File: src/sorted_priority_queue_unit_assert.svh
// assertion macros for the sorted priority queue unit
// depends on: clk and arst_n in the including module
`ifndef SORTED_PRIORITY_QUEUE_UNIT_ASSERT_SVH
`define SORTED_PRIORITY_QUEUE_UNIT_ASSERT_SVH

// same-cycle implication, disabled during reset
`define SPQ_ASSERT_NOW(label, ante, cons, msg) \
	label: assert property (@(posedge clk) disable iff (!arst_n) (ante) |-> (cons)) \
		else $error(msg);

// next-cycle implication, disabled during reset
`define SPQ_ASSERT_NEXT(label, ante, cons, msg) \
	label: assert property (@(posedge clk) disable iff (!arst_n) (ante) |=> (cons)) \
		else $error(msg);

`endif

File: src/spq_pkg.sv
// shared codes and types of the sorted priority queue unit
// depends on: nothing
`default_nettype none

package spq_pkg;

	localparam int FIELD_W  = 16;
	localparam int STATUS_W = 3;

	localparam logic [1:0] OP_INSERT = 2'd0;
	localparam logic [1:0] OP_POP    = 2'd1;
	localparam logic [1:0] OP_LIST   = 2'd2;

	localparam logic [STATUS_W-1:0] ST_INSERTED = 3'd0;
	localparam logic [STATUS_W-1:0] ST_POPPED   = 3'd1;
	localparam logic [STATUS_W-1:0] ST_LISTED   = 3'd2;
	localparam logic [STATUS_W-1:0] ST_EMPTY    = 3'd3;
	localparam logic [STATUS_W-1:0] ST_FULL     = 3'd4;

	typedef struct packed {
		logic ins;
		logic shl;
	} cell_cmd_t;

endpackage

`default_nettype wire

File: src/spq_cell.sv
// one storage cell of the sorted chain: holds a tag and key
// depends on: spq_pkg
`default_nettype none

module spq_cell #(
	parameter int TAG_BITS = 16,
	parameter int KEY_BITS = 16
) (
	input  wire                    clk,
	input  spq_pkg::cell_cmd_t     cmd,
	input  wire                    occupied,
	input  wire [TAG_BITS-1:0]     new_tag,
	input  wire [KEY_BITS-1:0]     new_key,
	input  wire                    left_gt,
	input  wire [TAG_BITS-1:0]     left_tag,
	input  wire [KEY_BITS-1:0]     left_key,
	input  wire [TAG_BITS-1:0]     right_tag,
	input  wire [KEY_BITS-1:0]     right_key,
	output logic [TAG_BITS-1:0]    tag,
	output logic [KEY_BITS-1:0]    key,
	output logic                   gt
);

	logic [TAG_BITS-1:0] tag_q;
	logic [KEY_BITS-1:0] key_q;

	assign tag = tag_q;
	assign key = key_q;
	assign gt  = occupied && (key_q > new_key);

	always_ff @(posedge clk) begin
		if (cmd.ins) begin
			if (left_gt) begin
				tag_q <= left_tag;
				key_q <= left_key;
			end else if (!occupied || gt) begin
				tag_q <= new_tag;
				key_q <= new_key;
			end
		end else if (cmd.shl) begin
			tag_q <= right_tag;
			key_q <= right_key;
		end
	end

endmodule

`default_nettype wire

File: src/sorted_priority_queue_unit.sv
// sorted priority queue: chain of compare cells with control and result register
// depends on: spq_pkg, spq_cell, sorted_priority_queue_unit_assert.svh
//
// channel   handshake             payload
// input     in_valid / in_ready   operation, tag, wait_key
// output    out_valid / out_ready status, out_tag, out_key, last
//
// insert and pop: every cell acts in parallel; insert compares and shifts, pop shifts
// list: one item per cycle while the output is not stalled, as the chain rotates
// reset clears the count, the result valid flag and the control state
// a stalled output holds the chain; no new input item while listing
`default_nettype none

module sorted_priority_queue_unit #(
	parameter int DEPTH    = 16,
	parameter int KEY_BITS = 16,
	parameter int TAG_BITS = 16
) (
	input  wire                             clk,
	input  wire                             arst_n,
	input  wire                             in_valid,
	output logic                            in_ready,
	input  wire [1:0]                       operation,
	input  wire [spq_pkg::FIELD_W-1:0]      tag,
	input  wire [spq_pkg::FIELD_W-1:0]      wait_key,
	output logic                            out_valid,
	input  wire                             out_ready,
	output logic [spq_pkg::STATUS_W-1:0]    status,
	output logic [spq_pkg::FIELD_W-1:0]     out_tag,
	output logic [spq_pkg::FIELD_W-1:0]     out_key,
	output logic                            last
);

	localparam int CNT_W = $clog2(DEPTH + 1);
	localparam logic STATE_IDLE = 1'b0;
	localparam logic STATE_LIST = 1'b1;

	logic                          state_q;
	logic [CNT_W-1:0]              count_q;
	logic [CNT_W-1:0]              list_idx_q;
	logic                          out_valid_q;
	logic [spq_pkg::STATUS_W-1:0]  status_q;
	logic [spq_pkg::FIELD_W-1:0]   out_tag_q;
	logic [spq_pkg::FIELD_W-1:0]   out_key_q;
	logic                          last_q;

	logic                          in_fire;
	logic                          out_free;
	logic                          list_emit;
	logic                          list_last;
	logic                          res_load;
	logic                          rot;
	spq_pkg::cell_cmd_t            cmd;
	logic [TAG_BITS-1:0]           new_tag;
	logic [KEY_BITS-1:0]           new_key;

	logic [TAG_BITS-1:0]           cell_tag [DEPTH];
	logic [KEY_BITS-1:0]           cell_key [DEPTH];
	logic                          cell_gt  [DEPTH];

	assign new_tag   = TAG_BITS'(tag);
	assign new_key   = KEY_BITS'(wait_key);
	assign out_free  = !out_valid_q || out_ready;
	assign in_ready  = (state_q == STATE_IDLE) && out_free;
	assign in_fire   = in_valid && in_ready;
	assign list_emit = (state_q == STATE_LIST) && out_free;
	assign list_last = (CNT_W'(list_idx_q + 1'b1) == count_q);
	assign rot       = list_emit;
	assign res_load  = list_emit || (in_fire && ((operation == spq_pkg::OP_INSERT)
		|| (operation == spq_pkg::OP_POP)
		|| ((operation == spq_pkg::OP_LIST) && (count_q == '0))));

	assign out_valid = out_valid_q;
	assign status    = status_q;
	assign out_tag   = out_tag_q;
	assign out_key   = out_key_q;
	assign last      = last_q;

	always_comb begin
		cmd.ins = 1'b0;
		cmd.shl = 1'b0;
		if (in_fire) begin
			case (operation)
				spq_pkg::OP_INSERT: cmd.ins = (count_q != CNT_W'(DEPTH));
				spq_pkg::OP_POP:    cmd.shl = (count_q != '0);
				default: ;
			endcase
		end
		if (rot) begin
			cmd.shl = 1'b1;
		end
	end

	genvar gi;
	generate
		for (gi = 0; gi < DEPTH; gi++) begin : g_cell
			logic                occ;
			logic                lgt;
			logic [TAG_BITS-1:0] ltag;
			logic [KEY_BITS-1:0] lkey;
			logic [TAG_BITS-1:0] rtag;
			logic [KEY_BITS-1:0] rkey;

			assign occ = (CNT_W'(gi) < count_q);

			if (gi == 0) begin : g_head
				assign lgt  = 1'b0;
				assign ltag = new_tag;
				assign lkey = new_key;
			end else begin : g_body
				assign lgt  = cell_gt[gi-1];
				assign ltag = cell_tag[gi-1];
				assign lkey = cell_key[gi-1];
			end

			if (gi == DEPTH - 1) begin : g_tail
				assign rtag = cell_tag[0];
				assign rkey = cell_key[0];
			end else begin : g_mid
				assign rtag = (rot && CNT_W'(gi + 1) == count_q) ? cell_tag[0] : cell_tag[gi+1];
				assign rkey = (rot && CNT_W'(gi + 1) == count_q) ? cell_key[0] : cell_key[gi+1];
			end

			spq_cell #(
				.TAG_BITS (TAG_BITS),
				.KEY_BITS (KEY_BITS)
			) u_cell (
				.clk       (clk),
				.cmd       (cmd),
				.occupied  (occ),
				.new_tag   (new_tag),
				.new_key   (new_key),
				.left_gt   (lgt),
				.left_tag  (ltag),
				.left_key  (lkey),
				.right_tag (rtag),
				.right_key (rkey),
				.tag       (cell_tag[gi]),
				.key       (cell_key[gi]),
				.gt        (cell_gt[gi])
			);
		end
	endgenerate

	always_ff @(posedge clk or negedge arst_n) begin
		if (!arst_n) begin
			state_q     <= STATE_IDLE;
			count_q     <= '0;
			list_idx_q  <= '0;
			out_valid_q <= 1'b0;
		end else begin
			if (res_load) begin
				out_valid_q <= 1'b1;
			end else if (out_ready) begin
				out_valid_q <= 1'b0;
			end
			if (in_fire) begin
				case (operation)
					spq_pkg::OP_INSERT: begin
						if (count_q != CNT_W'(DEPTH)) begin
							count_q <= CNT_W'(count_q + 1'b1);
						end
					end
					spq_pkg::OP_POP: begin
						if (count_q != '0) begin
							count_q <= CNT_W'(count_q - 1'b1);
						end
					end
					spq_pkg::OP_LIST: begin
						if (count_q != '0) begin
							state_q    <= STATE_LIST;
							list_idx_q <= '0;
						end
					end
					default: ;
				endcase
			end
			if (list_emit) begin
				list_idx_q <= CNT_W'(list_idx_q + 1'b1);
				if (list_last) begin
					state_q <= STATE_IDLE;
				end
			end
		end
	end

	always_ff @(posedge clk) begin
		if (in_fire) begin
			last_q <= 1'b1;
			case (operation)
				spq_pkg::OP_INSERT: begin
					status_q  <= (count_q == CNT_W'(DEPTH)) ? spq_pkg::ST_FULL
						: spq_pkg::ST_INSERTED;
					out_tag_q <= '0;
					out_key_q <= '0;
				end
				spq_pkg::OP_POP: begin
					if (count_q == '0) begin
						status_q  <= spq_pkg::ST_EMPTY;
						out_tag_q <= '0;
						out_key_q <= '0;
					end else begin
						status_q  <= spq_pkg::ST_POPPED;
						out_tag_q <= spq_pkg::FIELD_W'(cell_tag[0]);
						out_key_q <= spq_pkg::FIELD_W'(cell_key[0]);
					end
				end
				default: begin
					status_q  <= spq_pkg::ST_EMPTY;
					out_tag_q <= '0;
					out_key_q <= '0;
				end
			endcase
		end else if (list_emit) begin
			status_q  <= spq_pkg::ST_LISTED;
			out_tag_q <= spq_pkg::FIELD_W'(cell_tag[0]);
			out_key_q <= spq_pkg::FIELD_W'(cell_key[0]);
			last_q    <= list_last;
		end
	end

`include "sorted_priority_queue_unit_assert.svh"

	`SPQ_ASSERT_NOW(a_count_bound, 1'b1, count_q <= CNT_W'(DEPTH), "count above depth")
	`SPQ_ASSERT_NOW(a_no_accept_listing, state_q == STATE_LIST, !in_ready, "accept while listing")
	`SPQ_ASSERT_NEXT(a_pop_count, in_fire && operation == spq_pkg::OP_POP && count_q != '0, count_q == CNT_W'($past(count_q) - 1'b1), "pop did not shrink queue")
	`SPQ_ASSERT_NEXT(a_list_end, list_emit && list_last, state_q == STATE_IDLE && out_valid_q && last_q, "list did not end")

endmodule

`default_nettype wire
File: config.mk
export PLATFORM = sky130hd
export DESIGN_NAME = sorted_priority_queue_unit
export DESIGN_NICKNAME = d
export VERILOG_FILES = /design/src/spq_pkg.sv /design/src/spq_cell.sv /design/src/sorted_priority_queue_unit.sv
export VERILOG_INCLUDE_DIRS = /design/src /design/src/src
export SDC_FILE = /design/constraint.sdc
export NUM_CORES = 2
export LEC_CHECK = 0
export BUFFER_PORTS_ARGS = -buffer_cell sky130_fd_sc_hd__buf_4
export CAP_MARGIN = 20
export CORE_ASPECT_RATIO = 0.9
export CORE_MARGIN = 10
export CORE_UTILIZATION = 59
export DETAILED_ROUTE_END_ITERATION = 10
export PLACE_DENSITY_LB_ADDON = 0.2
export RECOVER_POWER = 25
export REMOVE_ABC_BUFFERS = 1
export SLEW_MARGIN = 20
export SYNTH_ARGS = -nofsm -noshare
export SYNTH_HDL_FRONTEND = slang
export SYNTH_HIERARCHICAL = 1
export SYNTH_SLANG_ARGS = --single-unit
File: constraint.sdc
create_clock -name clk -period 5.4 [get_ports clk]
set_input_delay 0.27 -clock clk [delete_from_list [all_inputs] [get_ports clk]]
set_output_delay 0.27 -clock clk [all_outputs]
set_load 0.1 [all_outputs]
# Word level (Yosys, flattened, before mapping)

Cells that the tools add are included.

Reduce and logical (&&, ||, !) cells: 100
Eq/ne operators: 39
Add/sub/neg operators: 3
Multiplexer cells: 187
Magnitude comparators: 32
Bitwise gates (word level): 1

Operator list:

| cell                                                       | count |
|---|---|
| two-way mux 16 bit                                         | 164 |
| > comparator 16 bit                                        | 16 |
| inequality test 3 x 1 -> 1 bit (second input constant)     | 15 |
| equality test 4 x 5 -> 1 bit (first input constant)        | 8 |
| less-than comparator 4 x 5 -> 1 bit (first input constant) | 8 |
| logical AND 1 bit                                          | 36 |
| two-way mux 5 bit                                          | 6 |
| AND reduction 2 bit                                        | 15 |
| equality test 3 x 5 -> 1 bit (first input constant)        | 4 |
| logical OR 1 bit                                           | 20 |
| less-than comparator 3 x 5 -> 1 bit (first input constant) | 4 |
| zero test 1 bit                                            | 17 |
| nonzero test 2 bit                                         | 6 |
| adder 5 x 1 -> 5 bit (second input constant)               | 2 |
| equality test 2 x 5 -> 1 bit (first input constant)        | 2 |
| less-than comparator 1 x 5 -> 1 bit (first input constant) | 2 |
| less-than comparator 2 x 5 -> 1 bit (first input constant) | 2 |
| two-way mux 1 bit                                          | 10 |
| one-hot mux 5 bit (2 select lines)                         | 1 |
| two-way mux 3 bit                                          | 3 |
| inequality test 2 x 1 -> 1 bit (second input constant)     | 3 |
| one-hot mux 3 bit (2 select lines)                         | 1 |
| AND reduction 3 bit                                        | 2 |
| equality test 1 x 5 -> 1 bit (first input constant)        | 1 |
| other kinds (13)                                           | 14 |

Bits of input ports: 38
Logic and storage cells: 402
Bits in registers: 560

# Logic depth before layout (Yosys ltp)

Depth in word-level cells: 8
Gate-level depth with buffers: 12
Gate-level depth less buffers: 11

# Hierarchy

Netlist, hierarchy kept.

By module, submodules not included:

| module                          | area an instance (sq um) | cells each | sequential area each (sq um) | instances |
|---|---|---|---|---|
| spq_cell (g_cell[2].u_cell ...) | 2057.0                   | 201        | 960.9                        | 8 |
| spq_cell (g_cell[0].u_cell ...) | 2053.2                   | 203        | 960.9                        | 8 |
| sorted_priority_queue_unit      | 8436.8                   | 777        | 1371.3                       | 1 |

# Least setup slack after synthesis

OpenSTA, ideal clock, no wires.

Path type: flip-flop to flip-flop
From: register out_valid_q, in the netlist out_valid
To: register g_cell[2].u_cell.key_q[0], enable pin
Stages on the path, launching flop included: 7
Setup time: 425 ps
Arrival: 5688 ps
Setup slack: -713 ps
Required time: 4975 ps
Clock period less this slack: 6113 ps
Buffers on the path: 1
Path through: dfrtp_1 nand2b_2 nand3_1 nor3_1 clkbuf_1 nand2_1 o21ai_1

RTL lines:

| item                     | line                              | source |
|---|---|---|
| start: declaration       | sorted_priority_queue_unit.sv:41  | `logic out_valid_q;` |
| start signal: assignment | sorted_priority_queue_unit.sv:150 | `out_valid_q <= 1'b0;` |
| start signal: assignment | sorted_priority_queue_unit.sv:153 | `out_valid_q <= 1'b1;` |
| start signal: assignment | sorted_priority_queue_unit.sv:155 | `out_valid_q <= 1'b0;` |
| end signal: assignment   | spq_cell.sv:35                    | `key_q <= left_key;` |
| end signal: assignment   | spq_cell.sv:38                    | `key_q <= new_key;` |
| end signal: assignment   | spq_cell.sv:42                    | `key_q <= right_key;` |
| end: declaration         | spq_cell.sv:25                    | `logic [KEY_BITS-1:0] key_q;` |

==> flow_summary.ini <==
[run_status]
status = finished, violations left
violations = capacitance limit, slew limit

[cells_and_area]
finalInstanceArea_um2 = 44700
final_common_cell = a21oi_1
area_growth_pct = 8.11
final_cell_mix = a21oi_1, edfxtp_1, nor2_1
num-nets-final = 4256
layout-drive-gt1-share = 0.188
multi_input_area_um2 = 22600
n_fill_cell = 5565
regArea_um2 = 16700
fin_cells = 4939

[sta]
finalCriticalPeriod_ps = 4670
period_share = 0.866
finalSetupViolCount = 0
skew_ps = 29.9
worstMarginPinSlew_ps = 2680
finalMaxSlewViolations = 168
tns_ps = 0
fmax_mhz = 214
hold_viol_final = 0
slew-limit-headroom = -0.787
rsz0062_at_grt = false

[power_and_ir_drop]
ir_drop_mv = 0.334
power.density_nw_per_um2 = 593
p_leak_nw = 17.7

[job]
maxCapViolations = 5

[worst_hold_path]
hold_class = in -> reg

[global_routing]
antenna_found_initial = 3
grt_pass1_wl_um = 171000
grt_start_max_net_pins = 208
overflow = 0
track_usage = 0.262
grt_pass1_vias = 29246

[clock_network]
post_cts_resized = 0
cts.sinks = 560
cts_hold_buf = 6
cts_tree = built
cts_setup_buffers = 0
clock_tree.buffer_depth = 3
insertion_delay_ps = 640
htreeDepth = 3
clk_pin_slew_ps = 60
cts_buffers = 67
cts_root_buf = clkbuf_16

[floorplanning]
start_util = 0.599
io_pins = 76
rows = 91
fp.dieH_um = 271
die_w_um = 299
die-area_um2 = 81000
fp.coreArea_um2 = 69000

[synth]
yosysWarnings = 6
synthCells = 4006
syn_area_um2 = 41300
avgSynthCellArea_um2 = 10.3

[placed_design]
dp_hpwl_um = 72600
dpl_cell_area_um2 = 42700
place.gp.congestion = 0.883
io_buffers = 75
dp.cells = 4811

[detailed_routing]
route.vias.total = 30592
antenna_left = 0
drt_wl_total_um = 111000
drtPass1Iterations = 6
wl_per_cell_um = 22.4
drt_iter0_markers = 3584
drc = 0
via_per_inst = 6.19

[critical_path]
crit_path_end_kind = register
worstPathMaxFanout = 32
cp.required_ps = 5880
worst-setup-path-type = reg -> reg
critical_path_arrival_ps = 5160
cp-start-kind = register
## metrics by stage
stage                     hold slack (ps)  power (W)  setup WS [ps]   util
after floorplan                     -25.6     0.0198         -55600      -
after global placement                122     0.0216           1200  0.619
after detailed placement              124     0.0219           1210  0.619
after CTS                            6.79     0.0265           1410  0.651
after global routing                  200     0.0280            573  0.647
final                                 198     0.0265            726  0.647
## final timing paths
path,slack [ps],startpoint,depth (start not counted),end
max in group asynchronous,4710,arst_n,2,list_idx_q[0]$_DFFE_PN0P_
worst max-delay path,730,g_cell[7].u_cell/key[13]$_DFFE_PP_,9,g_cell[8].u_cell/key[0]$_DFFE_PP_
worst min-delay path,200,tag[4],3,g_cell[12].u_cell/tag[4]$_DFFE_PP_
worst min register to register,480,last$_SDFFE_PN1P_,2,last$_SDFFE_PN1P_
min in group asynchronous,230,arst_n,2,count_q[1]$_DFFE_PN0P_
worst max register to register,730,g_cell[7].u_cell/key[13]$_DFFE_PP_,9,g_cell[8].u_cell/key[0]$_DFFE_PP_
## area by class of cell
cell class                      count  area share
Antenna cell                        3    0.000168
Clock buffer                       91      0.0402
Clock inverter                     28     0.00757
Inverter                          261      0.0219
Multi-Input combinational cell   2916       0.506
Sequential cell                   560       0.375
Tap cell                          930      0.0261
Timing Repair Buffer              150      0.0234
## routing by layer
metal	track usage	vias up	routed length (µm)
li1	-	14482	-
met3	0.0417	156	9040
met1	0.381	14691	50300
met2	0.398	1263	48400
met4	0.0756	0	2790
met5	0	-	0
## worst max-delay path, cell delays in order, from the launching register on
cell,delay (ps)
edfxtp_1,440
ha_1,350
nand4_2,150
nor4_1,370
a21boi_0,240
nor4bb_1,140
nor2_4,140
clkbuf_1,1900
mux2i_1,500
a21oi_1,260
## sequential cells by signal, summed over array words and instances (netlist names)
name / flops
count_q: 5
status: 3
state_q: 1
last: 1
list_idx_q: 5
out_key: 16
g_cell.u_cell/tag: 256
out_tag: 16
g_cell.u_cell/key: 256
out_valid: 1
## power by group
group          leakage, nW  internal, W  switching (W)
Combinational         11.3      0.00487        0.00764
Sequential            5.36      0.00785        0.00163
Clock                 1.04      0.00260        0.00191
Total                 17.7       0.0153         0.0112
Power figures use the tool's default switching activity.
